File: config.mk
export PLATFORM = sky130hd
export DESIGN_NAME = command_line_editor_top
export DESIGN_NICKNAME = d
export VERILOG_FILES = /design/src/cle_pkg.sv /design/src/cle_cell.sv /design/src/cle_chain.sv /design/src/command_line_editor_top.sv
export SDC_FILE = /design/constraint.sdc
export NUM_CORES = 1
export LEC_CHECK = 0
export ABC_CLOCK_PERIOD_IN_PS = 17600
export BUFFER_PORTS_ARGS = -buffer_cell sky130_fd_sc_hd__buf_2
export CAP_MARGIN = 0
export CORE_UTILIZATION = 30
export CTS_BUF_LIST = sky130_fd_sc_hd__clkbuf_8
export CTS_CLUSTER_DIAMETER = 200
export DETAILED_ROUTE_END_ITERATION = 8
export HOLD_SLACK_MARGIN = 0.05
export PLACE_DENSITY = 0.45
export SETUP_SLACK_MARGIN = 0.1
export SLEW_MARGIN = 40
export SYNTH_ARGS = -nofsm -noshare
export SYNTH_HDL_FRONTEND = slang
export SYNTH_HIERARCHICAL = 1
export SYNTH_SLANG_ARGS = --single-unit
export TNS_END_PERCENT = 1
File: constraint.sdc
create_clock -name clk -period 17.6 [get_ports clk]
set_input_delay 0.88 -clock clk [delete_from_list [all_inputs] [get_ports clk]]
set_output_delay 0.88 -clock clk [all_outputs]
set_load 0.01 [all_outputs]
File: src/cle_pkg.sv
// Shared types and codes for the command line editor.
`default_nettype none

package cle_pkg;

    // Field widths fixed by the interface
    localparam int POS_W   = 6;
    localparam int CHAR_W  = 8;
    localparam int OP_W    = 4;
    localparam int KIND_W  = 2;
    localparam int BASE_W  = 12;
    localparam int CELL_W  = 13;

    // Key event codes
    localparam logic [OP_W-1:0] OP_CHAR  = 4'd0;
    localparam logic [OP_W-1:0] OP_ENTER = 4'd1;
    localparam logic [OP_W-1:0] OP_BKSP  = 4'd2;
    localparam logic [OP_W-1:0] OP_DEL   = 4'd3;
    localparam logic [OP_W-1:0] OP_LEFT  = 4'd4;
    localparam logic [OP_W-1:0] OP_RIGHT = 4'd5;
    localparam logic [OP_W-1:0] OP_HOME  = 4'd6;
    localparam logic [OP_W-1:0] OP_END   = 4'd7;
    localparam logic [OP_W-1:0] OP_CLEAR = 4'd8;

    // Result kinds
    localparam logic [KIND_W-1:0] KIND_STATUS = 2'd0;
    localparam logic [KIND_W-1:0] KIND_CHAR   = 2'd1;
    localparam logic [KIND_W-1:0] KIND_TERM   = 2'd2;

    // Printable key range, low inclusive, high exclusive
    localparam logic [CHAR_W-1:0] PRINT_LO = 8'h20;
    localparam logic [CHAR_W-1:0] PRINT_HI = 8'h7F;
    localparam logic [CHAR_W-1:0] NUL_CHAR = 8'h00;

    // Cell row commands
    localparam logic [1:0] MODE_HOLD = 2'd0;
    localparam logic [1:0] MODE_INS  = 2'd1;
    localparam logic [1:0] MODE_DEL  = 2'd2;
    localparam logic [1:0] MODE_ROT  = 2'd3;

    // Command broadcast to every cell of the row
    typedef struct packed {
        logic [1:0]        mode;
        logic [POS_W-1:0]  pos;
        logic [CHAR_W-1:0] key;
    } ctl_t;

endpackage

`default_nettype wire

File: src/cle_cell.sv
// One character cell of the line buffer row.
`default_nettype none

module cle_cell #(
    parameter int IDX = 0
) (
    input  wire logic                       clk,
    input  wire cle_pkg::ctl_t              ctl,
    input  wire logic [cle_pkg::CHAR_W-1:0] left_data,
    input  wire logic [cle_pkg::CHAR_W-1:0] right_data,
    output logic      [cle_pkg::CHAR_W-1:0] data
);

    localparam logic [cle_pkg::POS_W-1:0] MY_POS = cle_pkg::POS_W'(IDX);

    logic [cle_pkg::CHAR_W-1:0] data_reg;
    logic [cle_pkg::CHAR_W-1:0] data_next;

    // Pick the new character from a neighbor, the key, or hold
    always_comb
    begin
        data_next = data_reg;
        case (ctl.mode)
            cle_pkg::MODE_INS:
            begin
                if (MY_POS > ctl.pos)
                begin
                    data_next = left_data;
                end
                else if (MY_POS == ctl.pos)
                begin
                    data_next = ctl.key;
                end
            end
            cle_pkg::MODE_DEL:
            begin
                if (MY_POS >= ctl.pos)
                begin
                    data_next = right_data;
                end
            end
            cle_pkg::MODE_ROT:
            begin
                data_next = right_data;
            end
            default:
            begin
                data_next = data_reg;
            end
        endcase
    end

    always_ff @(posedge clk)
    begin
        data_reg <= data_next;
    end

    assign data = data_reg;

endmodule

`default_nettype wire

File: src/cle_chain.sv
// Row of character cells linked as a ring; cell 0 is the read tap.
`default_nettype none

module cle_chain #(
    parameter int N_CELLS = 64
) (
    input  wire logic                       clk,
    input  wire cle_pkg::ctl_t              ctl,
    output logic      [cle_pkg::CHAR_W-1:0] head_char
);

    logic [cle_pkg::CHAR_W-1:0] cell_data [N_CELLS];

    // Link each cell to its neighbors; the ends wrap for rotation
    for (genvar i = 0; i < N_CELLS; i++)
    begin : g_cell
        cle_cell #(
            .IDX (i)
        ) u_cell (
            .clk        (clk),
            .ctl        (ctl),
            .left_data  (cell_data[(i + N_CELLS - 1) % N_CELLS]),
            .right_data (cell_data[(i + 1) % N_CELLS]),
            .data       (cell_data[i])
        );
    end

    assign head_char = cell_data[0];

endmodule

`default_nettype wire

File: src/command_line_editor_top.sv
// Top level of the command line editor: control, cursor state and result register.
//
//  channel | direction | handshake            | payload
//  --------+-----------+----------------------+------------------------------------------
//  in      | input     | in_valid / in_stall  | op, key_char
//  out     | output    | out_valid / out_stall| kind, out_char, cursor_pos, line_length,
//          |           |                      | screen_cell, last
//  cfg     | input     | cfg_wr_en            | cfg_wr_data (base position)
//
// An edit shifts the cells from its position onward by one place, all at once.
// On Enter the ring of MAX_LINE cells turns once fully past cell 0, one place per cycle
// unless a line character waits on a stalled output; then the terminator follows.
// Reset clears cursor, length, base position and the result valid flag; the buffer
// contents are undefined until written. A stall holds the result and unsent characters.
`default_nettype none

module command_line_editor_top #(
    parameter int MAX_LINE = 64
) (
    input  wire logic                        clk,
    input  wire logic                        rst_n,
    input  wire logic                        cfg_wr_en,
    input  wire logic [cle_pkg::BASE_W-1:0]  cfg_wr_data,
    input  wire logic                        in_valid,
    output logic                             in_stall,
    input  wire logic [cle_pkg::OP_W-1:0]    op,
    input  wire logic [cle_pkg::CHAR_W-1:0]  key_char,
    output logic                             out_valid,
    input  wire logic                        out_stall,
    output logic      [cle_pkg::KIND_W-1:0]  kind,
    output logic      [cle_pkg::CHAR_W-1:0]  out_char,
    output logic      [cle_pkg::POS_W-1:0]   cursor_pos,
    output logic      [cle_pkg::POS_W-1:0]   line_length,
    output logic      [cle_pkg::CELL_W-1:0]  screen_cell,
    output logic                             last
);

    localparam int CNT_W = $clog2(MAX_LINE + 1);
    localparam logic [cle_pkg::POS_W-1:0] CAP = cle_pkg::POS_W'(MAX_LINE - 1);
    localparam logic [CNT_W-1:0] CNT_END = CNT_W'(MAX_LINE);

    localparam logic ST_IDLE = 1'b0;
    localparam logic ST_EMIT = 1'b1;

    logic                          state_reg, state_next;
    logic [CNT_W-1:0]              cnt_reg, cnt_next;
    logic [cle_pkg::POS_W-1:0]     cur_reg, cur_next;
    logic [cle_pkg::POS_W-1:0]     len_reg, len_next;
    logic [cle_pkg::BASE_W-1:0]    base_reg;

    logic                          ov_reg, ov_next;
    logic [cle_pkg::KIND_W-1:0]    kind_reg, kind_next;
    logic [cle_pkg::CHAR_W-1:0]    char_reg, char_next;
    logic [cle_pkg::POS_W-1:0]     ocur_reg, ocur_next;
    logic [cle_pkg::POS_W-1:0]     olen_reg, olen_next;
    logic [cle_pkg::CELL_W-1:0]    ocell_reg, ocell_next;
    logic                          last_reg, last_next;

    cle_pkg::ctl_t                 ctl;
    logic [cle_pkg::CHAR_W-1:0]    head_char;
    logic                          accept;
    logic                          slot_free;
    logic                          load;
    logic                          printable;

    // Buffer cells
    cle_chain #(
        .N_CELLS (MAX_LINE)
    ) u_chain (
        .clk       (clk),
        .ctl       (ctl),
        .head_char (head_char)
    );

    assign slot_free = !ov_reg || !out_stall;
    assign in_stall  = (state_reg != ST_IDLE) || (ov_reg && out_stall);
    assign accept    = in_valid && !in_stall;
    assign printable = (key_char >= cle_pkg::PRINT_LO) && (key_char < cle_pkg::PRINT_HI);

    // Decode the item, drive the cell row and build the next result
    always_comb
    begin
        state_next = state_reg;
        cnt_next   = cnt_reg;
        cur_next   = cur_reg;
        len_next   = len_reg;
        ctl.mode   = cle_pkg::MODE_HOLD;
        ctl.pos    = cur_reg;
        ctl.key    = key_char;
        load       = 1'b0;
        kind_next  = cle_pkg::KIND_STATUS;
        char_next  = cle_pkg::NUL_CHAR;
        last_next  = 1'b1;
        case (state_reg)
            ST_IDLE:
            begin
                if (accept)
                begin
                    if (op == cle_pkg::OP_ENTER)
                    begin
                        state_next = ST_EMIT;
                        cnt_next   = '0;
                    end
                    else
                    begin
                        load = 1'b1;
                        case (op)
                            cle_pkg::OP_CHAR:
                            begin
                                if (printable && (len_reg < CAP))
                                begin
                                    ctl.mode = cle_pkg::MODE_INS;
                                    cur_next = cur_reg + 1'b1;
                                    len_next = len_reg + 1'b1;
                                end
                            end
                            cle_pkg::OP_BKSP:
                            begin
                                if (cur_reg != '0)
                                begin
                                    ctl.mode = cle_pkg::MODE_DEL;
                                    ctl.pos  = cur_reg - 1'b1;
                                    cur_next = cur_reg - 1'b1;
                                    len_next = len_reg - 1'b1;
                                end
                            end
                            cle_pkg::OP_DEL:
                            begin
                                if (cur_reg < len_reg)
                                begin
                                    ctl.mode = cle_pkg::MODE_DEL;
                                    len_next = len_reg - 1'b1;
                                end
                            end
                            cle_pkg::OP_LEFT:
                            begin
                                if (cur_reg != '0)
                                begin
                                    cur_next = cur_reg - 1'b1;
                                end
                            end
                            cle_pkg::OP_RIGHT:
                            begin
                                if (cur_reg < len_reg)
                                begin
                                    cur_next = cur_reg + 1'b1;
                                end
                            end
                            cle_pkg::OP_HOME:
                            begin
                                cur_next = '0;
                            end
                            cle_pkg::OP_END:
                            begin
                                cur_next = len_reg;
                            end
                            cle_pkg::OP_CLEAR:
                            begin
                                cur_next = '0;
                                len_next = '0;
                            end
                            default:
                            begin
                                cur_next = cur_reg;
                            end
                        endcase
                    end
                end
            end
            ST_EMIT:
            begin
                if (cnt_reg != CNT_END)
                begin
                    // Rotate the ring; emit cell 0 while inside the line
                    if (cnt_reg < CNT_W'(len_reg))
                    begin
                        if (slot_free)
                        begin
                            load      = 1'b1;
                            kind_next = cle_pkg::KIND_CHAR;
                            char_next = head_char;
                            last_next = 1'b0;
                            ctl.mode  = cle_pkg::MODE_ROT;
                            cnt_next  = cnt_reg + 1'b1;
                        end
                    end
                    else
                    begin
                        ctl.mode = cle_pkg::MODE_ROT;
                        cnt_next = cnt_reg + 1'b1;
                    end
                end
                else if (slot_free)
                begin
                    load       = 1'b1;
                    kind_next  = cle_pkg::KIND_TERM;
                    state_next = ST_IDLE;
                end
            end
            default:
            begin
                state_next = ST_IDLE;
            end
        endcase
    end

    // Result register fields follow the post-step cursor and length
    assign ocur_next  = cur_next;
    assign olen_next  = len_next;
    assign ocell_next = cle_pkg::CELL_W'(base_reg) + cle_pkg::CELL_W'(cur_next);

    always_comb
    begin
        ov_next = ov_reg;
        if (load)
        begin
            ov_next = 1'b1;
        end
        else if (ov_reg && !out_stall)
        begin
            ov_next = 1'b0;
        end
    end

    // Control state
    always_ff @(posedge clk or negedge rst_n)
    begin
        if (!rst_n)
        begin
            state_reg <= ST_IDLE;
            cnt_reg   <= '0;
            cur_reg   <= '0;
            len_reg   <= '0;
            base_reg  <= '0;
            ov_reg    <= 1'b0;
        end
        else
        begin
            state_reg <= state_next;
            cnt_reg   <= cnt_next;
            cur_reg   <= cur_next;
            len_reg   <= len_next;
            ov_reg    <= ov_next;
            if (cfg_wr_en)
            begin
                base_reg <= cfg_wr_data;
            end
        end
    end

    // Result payload
    always_ff @(posedge clk)
    begin
        if (load)
        begin
            kind_reg  <= kind_next;
            char_reg  <= char_next;
            ocur_reg  <= ocur_next;
            olen_reg  <= olen_next;
            ocell_reg <= ocell_next;
            last_reg  <= last_next;
        end
    end

    assign out_valid   = ov_reg;
    assign kind        = kind_reg;
    assign out_char    = char_reg;
    assign cursor_pos  = ocur_reg;
    assign line_length = olen_reg;
    assign screen_cell = ocell_reg;
    assign last        = last_reg;

    // Cursor never passes the end of the line
    a_cur_in_line: assert property (@(posedge clk) disable iff (!rst_n)
        cur_reg <= len_reg)
        else $error("cursor beyond line length");

    // Line never exceeds its capacity
    a_len_cap: assert property (@(posedge clk) disable iff (!rst_n)
        len_reg <= CAP)
        else $error("line length beyond capacity");

    // Rotation count never passes one full turn of the ring
    a_cnt_range: assert property (@(posedge clk) disable iff (!rst_n)
        state_reg == ST_EMIT |-> cnt_reg <= CNT_END)
        else $error("rotation count out of range");

    // Line characters are never marked last, everything else is
    a_last_kind: assert property (@(posedge clk) disable iff (!rst_n)
        ov_reg |-> (last_reg == (kind_reg != cle_pkg::KIND_CHAR)))
        else $error("last flag does not match result kind");

    // A finished line read leaves the ring in its original order
    a_turn_done: assert property (@(posedge clk) disable iff (!rst_n)
        (state_reg == ST_EMIT && state_next == ST_IDLE) |-> cnt_reg == CNT_END)
        else $error("line read ended before a full turn");

endmodule

`default_nettype wire
==> summary.md <==
| Metric | Value |
|---|---|
| Final setup fails | 0 |
| Port Buffer Count | 66 |
| Period minus WS final | 5.776 ns |
| Max-cap violation count | 0 |
| Max reg flops | 512 |
| Share of cells above drive strength 1 | 14.09% |
| Ys flop type | edfxtp_1 |
| Type of the worst setup path | flop to flop |
| Syn Nets | 3367 |
| DRC viols | 0 |
| Setup TNS | 0 ns |
| Synth Cell Area | 0.03500 mm² |
| Io pins | 67 |
| CP top delay family | buffers and inverters |
| PostCTS Resize Cnt | 0 |
| Maximum vdd drop | 156.6 µV |
| Distinct cells, synth | 133 |
| CTS Buf Count | 113 |
| Largest cells by area after synthesis | edfxtp_1 47%, a21oi_1 5.9%, nor2b_1 5.8% |
| CTS sink cnt | 581 |
| GPL Wtd Cong | 0.8049 |
| Final std cells w/o fill | 4977 |
| Arr. time, crit path | 6.16 ns |
| Async SR Flop Fraction | 5.680% |
| Vias in the first global route | 27.59k |
| Die span in x | 343.6 µm |
| Crit-path slowest cell | buf_4 |
| Worst skew pair latency | 0.77 ns |
| Pins Over Slew Limit | 0 |
| Setup crit start kind | flop |
| GR Overflow Total | 0 |
| Post-synth top area share | 47.02% |
| RSZ-0062 raised after global routing | no |
| Status | finished, final reports clean |
| Syn_area_per_cell | 10.56 µm² |
| Sequential share of the synthesized area | 49.38% |
| Global Route Usage Sum | 17.51% |
| Dpl cells | 4768 |
| Initial core utilization | 30.44% |
| Most frequent cell on the critical path | buf_4 |
| Final Hold Fails | 0 |
| EDFF count, synth | 548 |
| Die Y | 343.6 µm |
| Total number of vias | 27.14k |
| Core Box Area | 0.1150 mm² |
| Pwr dens | 212.7 mW/mm² |
| H-tree levels | 3 |
| Slew at the pin closest to its max-slew limit | 1.089 ns |
| Pre-antenna DRT Iters | 7 |
| Leakage power | 13.57 nW |
| Clock skew | 0.04276 ns |
| Initial antenna violation count | 1 |
| YS warnings | 6 |
| Placed inst area | 0.03676 mm² |
| DP Wirelength | 64.27 mm |
| Crit path buffers/inverters | 4 |
| Worst Hold Class | input pin to flop |
| Clk slew on worst S/H paths | 0.07 ns |
| Initial DRC Count | 2083 |
| Crit. End Element | flop |
| Layout area overhead | 10.93% |
| NumNets Final | 3427 |
| Routed vias/inst | 5.453 |
| Final period util | 32.82% |
| Wire per inst | 21.13 µm |
| Final WL | 105.1 mm |
| Most frequent cell after synthesis | edfxtp_1 |
| Normalized max-slew margin | 27.39% |
| Root buffer cell | clkbuf_8 |
| CTS tree | yes |
| Global-route wire length before repair | 165.0 mm |
| Flops & latches, synth | 581 |
| Synth top cells by count | 548 x edfxtp_1, 416 x a21oi_1, 324 x nor2b_1, 273 x a31oi_1, 252 x nand2_1 |
| CP required | 17.99 ns |
| Final instance area | 0.03882 mm² |
| Largest net degree at the start of global routing | 216 |
| Hold_ws | 0.3674 ns |
| Max clock buf depth | 3 |
| Detail Route Antenna Nets | 0 |
| Max incr delay on CP | 0.74 ns |
| Synth Instances | 3314 |
| CP max FO | 90 |
| Site Rows | 124 |
| Die area | 0.1180 mm² |
| Fmax | 173.1 MHz |
| Crit-path cells | inv_1 -> ha_1 -> a211oi_1 -> o22ai_2 -> a211oi_4 -> nand4b_1 -> nand2_4 -> buf_4 -> buf_4 -> buf_4 -> a31oi_1 -> nor2_1 |
| Post-synth top area cell | edfxtp_1 |
==> timing repair <==
action,in CTS,in global routing
hold endpoints to repair,28,0
setup buffers,0,0
hold buffers,1,0
==> worst paths after layout <==
kind	cells after the start	start	to	slack, ns
worst max register to register	12	len_reg[3]$_DFF_PN0_	u_chain/g_cell[25].u_cell/data[4]$_DFFE_PP_	11.82
worst min-delay path	2	cfg_wr_data[9]	base_reg[9]$_DFFE_PN0P_	0.37
max in group asynchronous	2	rst_n	out_valid$_DFFE_PN0P_	16.61
min in group asynchronous	2	rst_n	base_reg[9]$_DFFE_PN0P_	0.63
worst max-delay path	12	len_reg[3]$_DFF_PN0_	u_chain/g_cell[25].u_cell/data[4]$_DFFE_PP_	11.82
worst min register to register	1	base_reg[3]$_DFFE_PN0P_	base_reg[3]$_DFFE_PN0P_	0.52
==> layer usage <==
metal  track usage, %  part of all wire, %  routed length [µm]
met5                0                    0                   0
met1            24.52                   48               50070
met3            2.376                  3.9                4132
met4            4.981                  2.4                2480
met2            28.09                   46               48460
==> placed cells by master (no fill, tap or decap), types with 10 or more instances in the layout <==
cell      count
buf_4        31
maj3_1       26
or2b_2       13
mux2_2       20
edfxtp_1    548
nor3_1       17
clkbuf_8    115
buf_2        57
and2_1       64
ha_1         23
dfrtp_1      33
o21ai_0     232
nand2b_1     47
o31a_1       42
a221o_1      48
a31oi_1     265
o211ai_1     25
and3_2       20
nor2b_1     324
o21ai_2      18
o211ai_2     11
clkinv_1     26
nand2_1     251
inv_1        83
nand3_1      37
o21ai_1     113
clkinv_2     16
a21boi_0     18
or3_1        10
a21oi_2      19
maj3_2       11
a21oi_1     416
nor2_1       67
mux2i_1      74
and3_1       18
==> metrics by stage <==
step | utilization [%] | power [mW] | worst slack, ns
after detailed placement | 31.97 | 7.006 | 11.90
after global placement | 31.89 | 6.972 | 11.90
after floorplan | - | 6.149 | 0.3401
after global routing | 33.77 | 8.894 | 11.42
final | 33.77 | 8.257 | 11.82
after CTS | 33.74 | 8.328 | 11.92
==> layout make-up <==
cell class                      count  area, µm²
Fill cell                       11800      76140
Sequential cell                   581      17280
Multi-Input combinational cell   2531      16690
Tap cell                         1512       1892
Clock buffer                      115       1583
Timing Repair Buffer              104      777.0
Clock inverter                     90      439.2
Inverter                           43      161.4
Antenna cell                        1      2.502
==> power breakdown <==
group          switching [mW]  internal, mW
registers               0.451          2.79
clock network           0.631         0.633
logic                    2.36          1.39
==> logic make-up (layout without fill, tap and decap cells) <==
group / count (synthesis) / in the layout / synth area share [%]
mux: 95 / 95 / 2.792
compound gates: 1400 / 1400 / 26.35
fa+ha+maj: 61 / 61 / 1.977
buf+inv: 202 / 352 / 3.457
other cells: 0 / 1 / 0
simple gates: 961 / 961 / 15.69
xor+xnor: 14 / 14 / 0.3504
flops: 581 / 581 / 49.38
Note: power is estimated with default switching activity, not from simulation.
